[src/sv/ecnt_pkg.sv]
package ecnt_pkg;

   // Build-time sizing of the block.
   localparam int Channels  = 4;
   localparam int PortWidth = 16;

   // Fixed field widths.
   localparam int SampleW   = 16;
   localparam int CountW    = 32;
   localparam int OpW       = 3;
   localparam int ChanW     = 4;
   localparam int ModeW     = 2;

   // Channels that own a slice of the mask and mode registers.
   localparam int RegChannels = 4;

   // Index width into the per-channel state.
   localparam int ChanIdxW = (Channels > 1) ? $clog2(Channels) : 1;

   // Port bits that are visible to the channels.
   localparam int SeenW = (PortWidth < SampleW) ? PortWidth : SampleW;
   localparam logic [SampleW-1:0] PortMask = SampleW'((33'd1 << SeenW) - 33'd1);

   // Operation codes.
   localparam logic [OpW-1:0] OpSample    = 3'd0;
   localparam logic [OpW-1:0] OpRead      = 3'd1;
   localparam logic [OpW-1:0] OpReadClear = 3'd2;
   localparam logic [OpW-1:0] OpClear     = 3'd3;
   localparam logic [OpW-1:0] OpArm       = 3'd4;

   // Edge modes.
   localparam logic [ModeW-1:0] ModeRising  = 2'd0;
   localparam logic [ModeW-1:0] ModeFalling = 2'd1;
   localparam logic [ModeW-1:0] ModeBoth    = 2'd2;
   localparam logic [ModeW-1:0] ModeNone    = 2'd3;

   // Control register indexes.
   localparam int CsrIdxW = 2;
   localparam logic [CsrIdxW-1:0] CsrChannelMasks  = 2'd0;
   localparam logic [CsrIdxW-1:0] CsrEdgeModes     = 2'd1;
   localparam logic [CsrIdxW-1:0] CsrActiveChannels = 2'd2;

   // Control register contents.
   typedef struct packed {
      logic [63:0] channel_masks;
      logic [7:0]  edge_modes;
      logic [2:0]  active_channels;
   } ecnt_cfg_type;

   // One request word as seen by the counter core.
   typedef struct packed {
      logic [OpW-1:0]     operation;
      logic [ChanW-1:0]   channel;
      logic [SampleW-1:0] port_sample;
   } ecnt_req_type;

endpackage

[src/sv/ecnt_core.sv]
module ecnt_core (
   input  logic                          clock,
   input  logic                          reset,
   input  logic                          update,
   input  ecnt_pkg::ecnt_cfg_type        cfg,
   input  ecnt_pkg::ecnt_req_type        req,
   output logic [ecnt_pkg::CountW-1:0]   edge_count,
   output logic                          channel_ok
);

   logic [ecnt_pkg::CountW-1:0] counts_ff [ecnt_pkg::Channels];
   logic [ecnt_pkg::CountW-1:0] counts_in [ecnt_pkg::Channels];
   logic [ecnt_pkg::Channels-1:0] last_ff;
   logic [ecnt_pkg::Channels-1:0] last_in;

   logic [ecnt_pkg::SampleW-1:0] port_seen;
   logic                         is_sample;
   logic                         chan_valid;
   logic [ecnt_pkg::ChanIdxW-1:0] chan_idx;

   // Decode the request word.
   assign port_seen  = req.port_sample & ecnt_pkg::PortMask;
   assign is_sample  = (req.operation == ecnt_pkg::OpSample);
   assign chan_valid = ({1'b0, req.channel} < 5'(ecnt_pkg::Channels));
   assign chan_idx   = ecnt_pkg::ChanIdxW'(req.channel);
   assign channel_ok = chan_valid && !is_sample && (req.operation <= ecnt_pkg::OpArm);

   // Addressed count, taken before any clear.
   assign edge_count = channel_ok ? counts_ff[chan_idx] : '0;

   // Per-channel edge detection and next state.
   for (genvar k = 0; k < ecnt_pkg::Channels; k++) begin : g_chan
      logic [ecnt_pkg::SampleW-1:0] pin_mask;
      logic [ecnt_pkg::ModeW-1:0]   mode;
      logic                         level_now;
      logic                         active;
      logic                         changed;
      logic                         counted;
      logic                         hit;

      if (k < ecnt_pkg::RegChannels) begin : g_reg
         assign pin_mask = cfg.channel_masks[ecnt_pkg::SampleW*k +: ecnt_pkg::SampleW];
         assign mode     = cfg.edge_modes[ecnt_pkg::ModeW*k +: ecnt_pkg::ModeW];
      end else begin : g_none
         assign pin_mask = '0;
         assign mode     = ecnt_pkg::ModeNone;
      end

      assign level_now = |(port_seen & pin_mask);
      assign active    = (32'(cfg.active_channels) > k);
      assign changed   = is_sample && active && (level_now != last_ff[k]);
      assign counted   = (mode == ecnt_pkg::ModeBoth)
                      || ((mode == ecnt_pkg::ModeRising) && level_now)
                      || ((mode == ecnt_pkg::ModeFalling) && !level_now);
      assign hit       = channel_ok && (32'(req.channel) == k);

      always_comb begin
         counts_in[k] = counts_ff[k];
         last_in[k]   = last_ff[k];
         if (changed) begin
            last_in[k] = level_now;
            if (counted) begin
               counts_in[k] = counts_ff[k] + ecnt_pkg::CountW'(1);
            end
         end else if (hit) begin
            if (req.operation == ecnt_pkg::OpReadClear
                || req.operation == ecnt_pkg::OpClear) begin
               counts_in[k] = '0;
            end else if (req.operation == ecnt_pkg::OpArm) begin
               counts_in[k] = '0;
               last_in[k]   = level_now;
            end
         end
      end
   end

   // Channel state registers.
   always_ff @(posedge clock) begin
      if (reset) begin
         for (int k = 0; k < ecnt_pkg::Channels; k++) begin
            counts_ff[k] <= '0;
         end
         last_ff <= '0;
      end else if (update) begin
         for (int k = 0; k < ecnt_pkg::Channels; k++) begin
            counts_ff[k] <= counts_in[k];
         end
         last_ff <= last_in;
      end
   end

endmodule

[src/sv/multi_channel_edge_counter.sv]
// Multi-channel edge counter. Each request word carries an operation, a channel
// number and a 16-bit port sample. A sample operation checks every active
// channel (the level is the OR of its masked pins) against its last level and
// bumps its 32-bit wrapping count when the edge mode accepts the change; read,
// read-and-clear, clear and arm address one channel and return its count as it
// was before the word. Every request gives exactly one response word. Requests
// go through an input register and the channel logic into a response register,
// so one word is taken every clock while the response side keeps up. The
// control registers are written through the csr port, which is always ready,
// and must only be written while no word is in flight.
module multi_channel_edge_counter (
   input  logic                            clock,
   input  logic                            reset,
   // Request: operation [2:0], channel [6:3], port_sample [22:7], zero pad [23].
   input  logic                            req_tvalid,
   output logic                            req_tready,
   input  logic [23:0]                     req_tdata,
   // Response: edge_count [31:0], channel_ok [32], zero pad [39:33].
   output logic                            rsp_tvalid,
   input  logic                            rsp_tready,
   output logic [39:0]                     rsp_tdata,
   // Control register writes.
   input  logic                            csr_valid,
   output logic                            csr_ready,
   input  logic [ecnt_pkg::CsrIdxW-1:0]    csr_index,
   input  logic [63:0]                     csr_data
);

   ecnt_pkg::ecnt_cfg_type cfg_ff;
   ecnt_pkg::ecnt_req_type stage_ff;
   logic                   stage_valid_ff;
   logic                   rsp_valid_ff;
   logic [ecnt_pkg::CountW-1:0] rsp_count_ff;
   logic                   rsp_ok_ff;

   logic                   advance;
   logic [ecnt_pkg::CountW-1:0] core_count;
   logic                   core_ok;

   // Pipeline flow: the staged word moves on when the response register frees up.
   assign advance    = stage_valid_ff && (!rsp_valid_ff || rsp_tready);
   assign req_tready = !stage_valid_ff || advance;
   assign csr_ready  = 1'b1;

   // Control registers.
   always_ff @(posedge clock) begin
      if (reset) begin
         cfg_ff <= '0;
      end else if (csr_valid) begin
         unique case (csr_index)
            ecnt_pkg::CsrChannelMasks:   cfg_ff.channel_masks   <= csr_data;
            ecnt_pkg::CsrEdgeModes:      cfg_ff.edge_modes      <= csr_data[7:0];
            ecnt_pkg::CsrActiveChannels: cfg_ff.active_channels <= csr_data[2:0];
            default: begin
            end
         endcase
      end
   end

   // Valid flags of the input and response registers.
   always_ff @(posedge clock) begin
      if (reset) begin
         stage_valid_ff <= 1'b0;
         rsp_valid_ff   <= 1'b0;
      end else begin
         if (req_tready) begin
            stage_valid_ff <= req_tvalid;
         end
         if (advance) begin
            rsp_valid_ff <= 1'b1;
         end else if (rsp_tready) begin
            rsp_valid_ff <= 1'b0;
         end
      end
   end

   // Input word register.
   always_ff @(posedge clock) begin
      if (req_tvalid && req_tready) begin
         stage_ff.operation   <= req_tdata[2:0];
         stage_ff.channel     <= req_tdata[6:3];
         stage_ff.port_sample <= req_tdata[22:7];
      end
   end

   ecnt_core u_core (
      .clock      (clock),
      .reset      (reset),
      .update     (advance),
      .cfg        (cfg_ff),
      .req        (stage_ff),
      .edge_count (core_count),
      .channel_ok (core_ok)
   );

   // Response word register.
   always_ff @(posedge clock) begin
      if (advance) begin
         rsp_count_ff <= core_count;
         rsp_ok_ff    <= core_ok;
      end
   end

   assign rsp_tvalid = rsp_valid_ff;
   assign rsp_tdata  = {7'd0, rsp_ok_ff, rsp_count_ff};

endmodule

[config.mk]
export PLATFORM = sky130hd
export DESIGN_NAME = multi_channel_edge_counter
export DESIGN_NICKNAME = d
export VERILOG_FILES = /design/src/sv/ecnt_pkg.sv /design/src/sv/ecnt_core.sv /design/src/sv/multi_channel_edge_counter.sv
export SDC_FILE = /design/constraint.sdc
export NUM_CORES = 1
export LEC_CHECK = 0
export BUFFER_PORTS_ARGS = -buffer_cell sky130_fd_sc_hd__clkbuf_2
export CAP_MARGIN = 20
export CORE_UTILIZATION = 50
export CTS_BUF_LIST = sky130_fd_sc_hd__clkbuf_2
export DETAILED_ROUTE_END_ITERATION = 7
export PLACE_DENSITY = 0.69
export SYNTH_ARGS = -nofsm -noshare
export SYNTH_HDL_FRONTEND = slang
export SYNTH_SLANG_ARGS = --single-unit
export TNS_END_PERCENT = 50
[constraint.sdc]
create_clock -name clock -period 5.4 [get_ports clock]
set_input_delay 0.81 -clock clock [delete_from_list [all_inputs] [get_ports clock]]
set_output_delay 0.81 -clock clock [all_outputs]
set_load 0.1 [all_outputs]
==> flow_metrics.env, run 1 <==
export IMPL_yosysWarnings=0
export IMPL_arrival_ns=3.72
export IMPL_ff2ff_setup_slack_ns=2.11
export IMPL_finalCriticalPeriod_ns=3.29
export IMPL_path_clk_slew_ns=0.10
export IMPL_firstDrtPassIters=8
export IMPL_cts_sinks=265
export IMPL_cts_setup_buffers=0
export IMPL_synth_seq_cells=265
export IMPL_tns_ns=0
export IMPL_dp_cells=1642
export IMPL_whs_path_depth=1
export IMPL_clock_tree_htree_level_count=3
export IMPL_die_y_um=166
export IMPL_synth_cells=1247
export IMPL_async_flop_share_pct=0
export IMPL_rr_startpoint="stage_ff[19]"
export IMPL_max_freq_mhz=304
export IMPL_hpwl_um=21600
export IMPL_root_buffer="clkbuf_2"
export IMPL_leakage_uw=0.00512
export IMPL_worstPathRequired_ns=5.83
export IMPL_cts_path_max_buffers=3
export IMPL_hold_viol_final=0
export IMPL_status="finished, violations left"
export IMPL_finalCritPeriodShare_pct=60.9
export IMPL_synth_distinct_cells=56
export IMPL_overflow=0
export IMPL_critPathMaxFanout=35
export IMPL_wl_um=32300
export IMPL_initial_core_util_pct=51.2
export IMPL_vias_per_cell=5.83
export IMPL_yosysSeqAreaShare_pct=53.3
export IMPL_finalClockSkew_ns=0.0863
export IMPL_powerDensity_nw_per_um2=279
export IMPL_slew_headroom_pct=30.7
export IMPL_drc=4
export IMPL_hold_path_startpoint="req_tdata[10]"
export IMPL_drv_slew=0
export IMPL_min_path_type="input port to flop"
export IMPL_violations="design-rule violations"
export IMPL_die_w_um=166
export IMPL_path_class="flop to flop"
export IMPL_dr_first_iter_drc_count=931
export IMPL_syn_avg_cell_area_um2=10.8
export IMPL_ir_worst_vdd_uv=191
export IMPL_core_area_um2=26200
export IMPL_grt_pass1_vias=10000
export IMPL_grt_setup_unrepaired="no"
export IMPL_r2r_cells=5
export IMPL_area_growth_pct=12.1
export IMPL_drive_above_1_share_pct=22.0
export IMPL_grt_start_max_net_pins=86
export IMPL_vias=10400
export IMPL_cts_buffers=70
export IMPL_nets=1490
export IMPL_synth_area_um2=13400
export IMPL_detail_route_antenna_nets=0
export IMPL_fin_cells=1781
export IMPL_antenna_found_initial=2
export IMPL_routedWlPerCell_um=18.1
export IMPL_die_area_um2=27500
export IMPL_post_route_util_pct=57.3
export IMPL_grt_total_usage_pct=23.8
export IMPL_portBuffers=128
export IMPL_start_kind="flop"
export IMPL_min_to="stage_ff[3]"
export IMPL_io_pins=138
export IMPL_drv_cap=0
export IMPL_setup_violations=0
export IMPL_worstMarginPinSlew_ns=1.03
export IMPL_synth_ff_type="edfxtp_1"
export IMPL_insertion_delay_ns=0.88
export IMPL_timing_rr_end="u_core.counts_ff[2][24]"
export IMPL_gp_congestion=0.855
export IMPL_synth_edf_count=184
export IMPL_cp_end_kind="flop"
export IMPL_placementRows=59
export IMPL_grt_pass1_wl_um=52000
export IMPL_cts_tree="done"
-- cell families (layout without fill, tap and decap cells) --
group	Yosys count	in the layout	share of synthesized area [%]
and+or+nand+nor	570	570	22.0
DFF	265	265	53.3
AOI/OAI and AO/OA	123	123	5.79
xor gates and xnor gates	123	123	8.03
buffers and inverters	113	304	3.88
muxes	47	47	6.53
adders and majority gates	4	4	0.373
other	2	10	0.0560
-- registers in the layout (all words and copies together), names as in the netlist --
name and cells:
stage_valid_ff 1, stage_ff 23, rsp_count_ff 32, cfg_ff 75, u_core.counts_ff 128, rsp_ok_ff 1
rsp_tvalid 1, u_core.last_ff 4
-- metrics by stage --
stage	area (um2)	worst slack, ns	hold slack (ns)	power (uW)
floorplan	13400	0.988	0.436	2710
global placement	14200	2.11	0.443	2840
detailed placement	14200	2.01	0.446	2850
CTS	14900	2.04	0.00806	4220
global route	15000	1.81	-0.00432	4390
finish	15000	2.11	0.114	4200
-- cell usage after synthesis, types with 43 or more instances --
library cell	count	area, um2
nor3_1	121	606
nand2_1	167	627
clkbuf_1	52	195
edfxtp_1	184	5530
nor2_1	48	180
nand3_1	47	235
a21oi_1	73	365
xnor2_1	67	587
nor4_1	43	269
xor2_1	56	490
dfxtp_1	81	1620
-- placed cells by master (no fill, tap or decap), types with 31 or more instances in the layout --
master / Yosys / routed
dfxtp_1: 81 / 81
xnor2_1: 67 / 67
nand4_1: 36 / 36
nand2_1: 167 / 167
and2_1: 36 / 36
nand3_1: 47 / 47
xor2_1: 56 / 54
a21oi_1: 73 / 72
nor2_1: 48 / 48
clkbuf_2: 0 / 229
mux4_2: 31 / 31
edfxtp_1: 184 / 184
nor4_1: 43 / 43
nor3_1: 121 / 121
-- worst max path at each step --
stage	startpoint	end	cells after the start
after floorplan	rsp_tready	u_core.counts_ff[3][0]	6
after global placement	rsp_tready	u_core.counts_ff[2][29]	7
after detailed placement	rsp_tready	u_core.counts_ff[2][28]	7
after CTS	stage_ff[19]	u_core.counts_ff[2][7]	5
after global routing	stage_ff[19]	u_core.counts_ff[2][7]	5
final	stage_ff[19]	u_core.counts_ff[2][24]	5
-- repair_timing --
item / CTS / global route
hold buffers: 0 / 10
setup endpoints to repair: 0 / 0
gates resized for setup: 0 / 0
endpoints found under the hold margin: 0 / 10
-- final cells by class --
| type | instances | area [um2] |
|---|---|---|
| clock inverters | 24 | 130 |
| clock buffers | 101 | 505 |
| well taps | 335 | 419 |
| multi-input cells | 875 | 5840 |
| flip-flops and latches | 265 | 7150 |
| repair buffers | 155 | 896 |
| diodes | 2 | 5.00 |
| inverters | 24 | 90.1 |
| fillers | 2247 | 11200 |
-- routing by layer --
metal	part of all wire [%]	vias to the layer above	global-route usage, %
li1	-	4925	-
met5	0	-	0
met2	47	445	38.1
met4	2.9	0	9.63
met1	42	4938	32.0
met3	7.9	75	4.62
-- critical path, cell delays in order (launching register included) --
cell and delay, ns:
edfxtp_1 0.37, nor2_1 0.32, and3_1 0.91, a41oi_1 0.23, o41a_1 0.21, a21oi_4 0.83
-- where the power goes --
group          total (uW)  internal [uW]  switching [uW]
logic                 473            150             323
clock network        1380            519             861
registers            2340           2250            87.9
(Power assumes the default switching activity.)
==> run 2: changes to the inputs <==
- clock period: 5.4 -> 3.09 ns (I/O delays scaled with it)
==> flow_metrics.env, run 2 (synthesis gave the netlist of run 1 again) <==
export IMPL_status="finished, violations left"
export IMPL_violations="design-rule violations"
export IMPL_max_freq_mhz=364
export IMPL_top_regs="u_core.counts_ff x128, cfg_ff x75, rsp_count_ff x32"
export IMPL_critPathMaxFanout=32
export IMPL_placementRows=59
export IMPL_portBuffers=128
export IMPL_leakage_uw=0.00554
export IMPL_nets=1583
export IMPL_detail_route_antenna_nets=0
export IMPL_drc=5
export IMPL_largest_reg_flops=128
export IMPL_holdWs_ns=0.0825
export IMPL_worstMarginPinSlew_ns=0.770
export IMPL_grt_total_usage_pct=26.0
export IMPL_grt_start_max_net_pins=71
export IMPL_hold_path_startpoint="csr_valid"
export IMPL_start_kind="flop"
export IMPL_largest_register="u_core.counts_ff"
export IMPL_routedWlPerCell_um=19.0
export IMPL_wl_um=35500
export IMPL_overflow=0
export IMPL_finalCritPeriodShare_pct=88.9
export IMPL_grt_pass1_wl_um=56200
export IMPL_grt_setup_unrepaired="no"
export IMPL_ir_worst_vdd_uv=278
export IMPL_seq_area_um2=7150
export IMPL_antenna_found_initial=2
export IMPL_ff2ff_setup_slack_ns=0.34
export IMPL_insertion_delay_ns=0.92
export IMPL_timing_rr_end="u_core.counts_ff[2][25]"
export IMPL_rr_startpoint="stage_ff[5]"
export IMPL_setup_violations=0
export IMPL_layout_common_cells="clkbuf_2 (228), edfxtp_1 (184), nand2_1 (167), nor3_1 (121), dlygate4sd3_1 (91)"
export IMPL_drv_cap=0
export IMPL_cts_setup_buffers=0
export IMPL_min_to="cfg_ff[0]"
export IMPL_fillers=2141
export IMPL_hold_viol_final=0
export IMPL_post_route_util_pct=61.1
export IMPL_die_area_um2=27500
export IMPL_cts_buffers=70
export IMPL_cts_resized=0
export IMPL_r2r_cells=6
export IMPL_holdBufCountCts=91
export IMPL_min_path_type="input port to flop"
export IMPL_mostFrequentLayoutCell="clkbuf_2"
export IMPL_finalClockSkew_ns=0.121
export IMPL_root_buffer="clkbuf_2"
export IMPL_cts_path_max_buffers=3
export IMPL_vias_per_cell=5.82
export IMPL_multiInputGateArea_um2=5860
export IMPL_firstDrtPassIters=7
export IMPL_cts_tree="done"
export IMPL_path_class="flop to flop"
export IMPL_path_clk_slew_ns=0.12
export IMPL_core_area_um2=26200
export IMPL_hpwl_um=22500
export IMPL_whs_path_depth=4
export IMPL_grt_pass1_vias=10700
export IMPL_powerDensity_nw_per_um2=471
export IMPL_io_pins=138
export IMPL_cp_end_kind="flop"
export IMPL_gp_congestion=0.835
export IMPL_clock_tree_htree_level_count=3
export IMPL_cts_sinks=265
export IMPL_dr_first_iter_drc_count=860
export IMPL_drv_slew=0
export IMPL_drive_above_1_share_pct=21.4
export IMPL_vias=10900
export IMPL_area_growth_pct=19.4
export IMPL_finalCriticalPeriod_ns=2.75
export IMPL_initial_core_util_pct=51.2
export IMPL_slew_headroom_pct=48.2
export IMPL_die_y_um=166
export IMPL_arrival_ns=3.21
export IMPL_worstPathRequired_ns=3.55
export IMPL_die_w_um=166
run 2: worst max path at each step:
stage                start                       to  slack, ns  cells after the start
2_1_floorplan  stage_ff[1]   u_core.counts_ff[1][0]      -0.34                      5
3_3_place_gp   stage_ff[4]  u_core.counts_ff[3][31]       0.55                      6
3_5_place_dp   stage_ff[7]   u_core.counts_ff[0][5]       0.52                      6
4_1_cts        stage_ff[5]  u_core.counts_ff[2][11]       0.40                      6
5_1_grt        stage_ff[3]  u_core.counts_ff[0][18]       0.24                      6
6_report       stage_ff[5]  u_core.counts_ff[2][25]       0.34                      6
run 2: routing by layer:
metal | wire length (um) | vias up | share of wire [%] | GRT usage [%]
met5 | 0 | - | 0 | 0
met4 | 1140 | 0 | 3.2 | 10.3
met3 | 2480 | 92 | 7.0 | 4.55
met2 | 17400 | 456 | 49 | 44.0
met1 | 14400 | 5216 | 41 | 33.3
li1 | - | 5099 | - | -
run 2: worst max-delay path: stages (launching register included):
cell and delay [ns]:
edfxtp_1 0.53, a22o_1 0.29, a221oi_1 0.25, and4_1 0.45, nand4_1 0.20, a21oi_4 0.17
buf_4 0.39
run 2: final cells by class:
type | instances | share of cell area (%)
Sequential cell | 265 | 44.6
Multi-Input combinational cell | 875 | 36.6
Timing Repair Buffer | 248 | 11.6
Clock buffer | 101 | 3.16
Tap cell | 335 | 2.62
Clock inverter | 18 | 0.774
Inverter | 24 | 0.563
Antenna cell | 2 | 0.0313
run 2: power by group:
part	internal (uW)	switching, uW
sequential	3940	158
clock	973	1520
combinational	353	595
run 2: per-stage QoR:
stage / power, uW / TNS (ns) / worst slack, ns / instance area [um2] / instances
CTS: 7560 / 0 / 0.396 / 16000 / 1864
detailed placement: 5010 / 0 / 0.517 / 14400 / 1654
floorplan: 4740 / -16.18 / -0.337 / 13500 / 1253
global placement: 5000 / 0 / 0.546 / 14400 / 1654
finish: 7540 / 0 / 0.344 / 16000 / 1868
global route: 7860 / 0 / 0.244 / 16000 / 1868
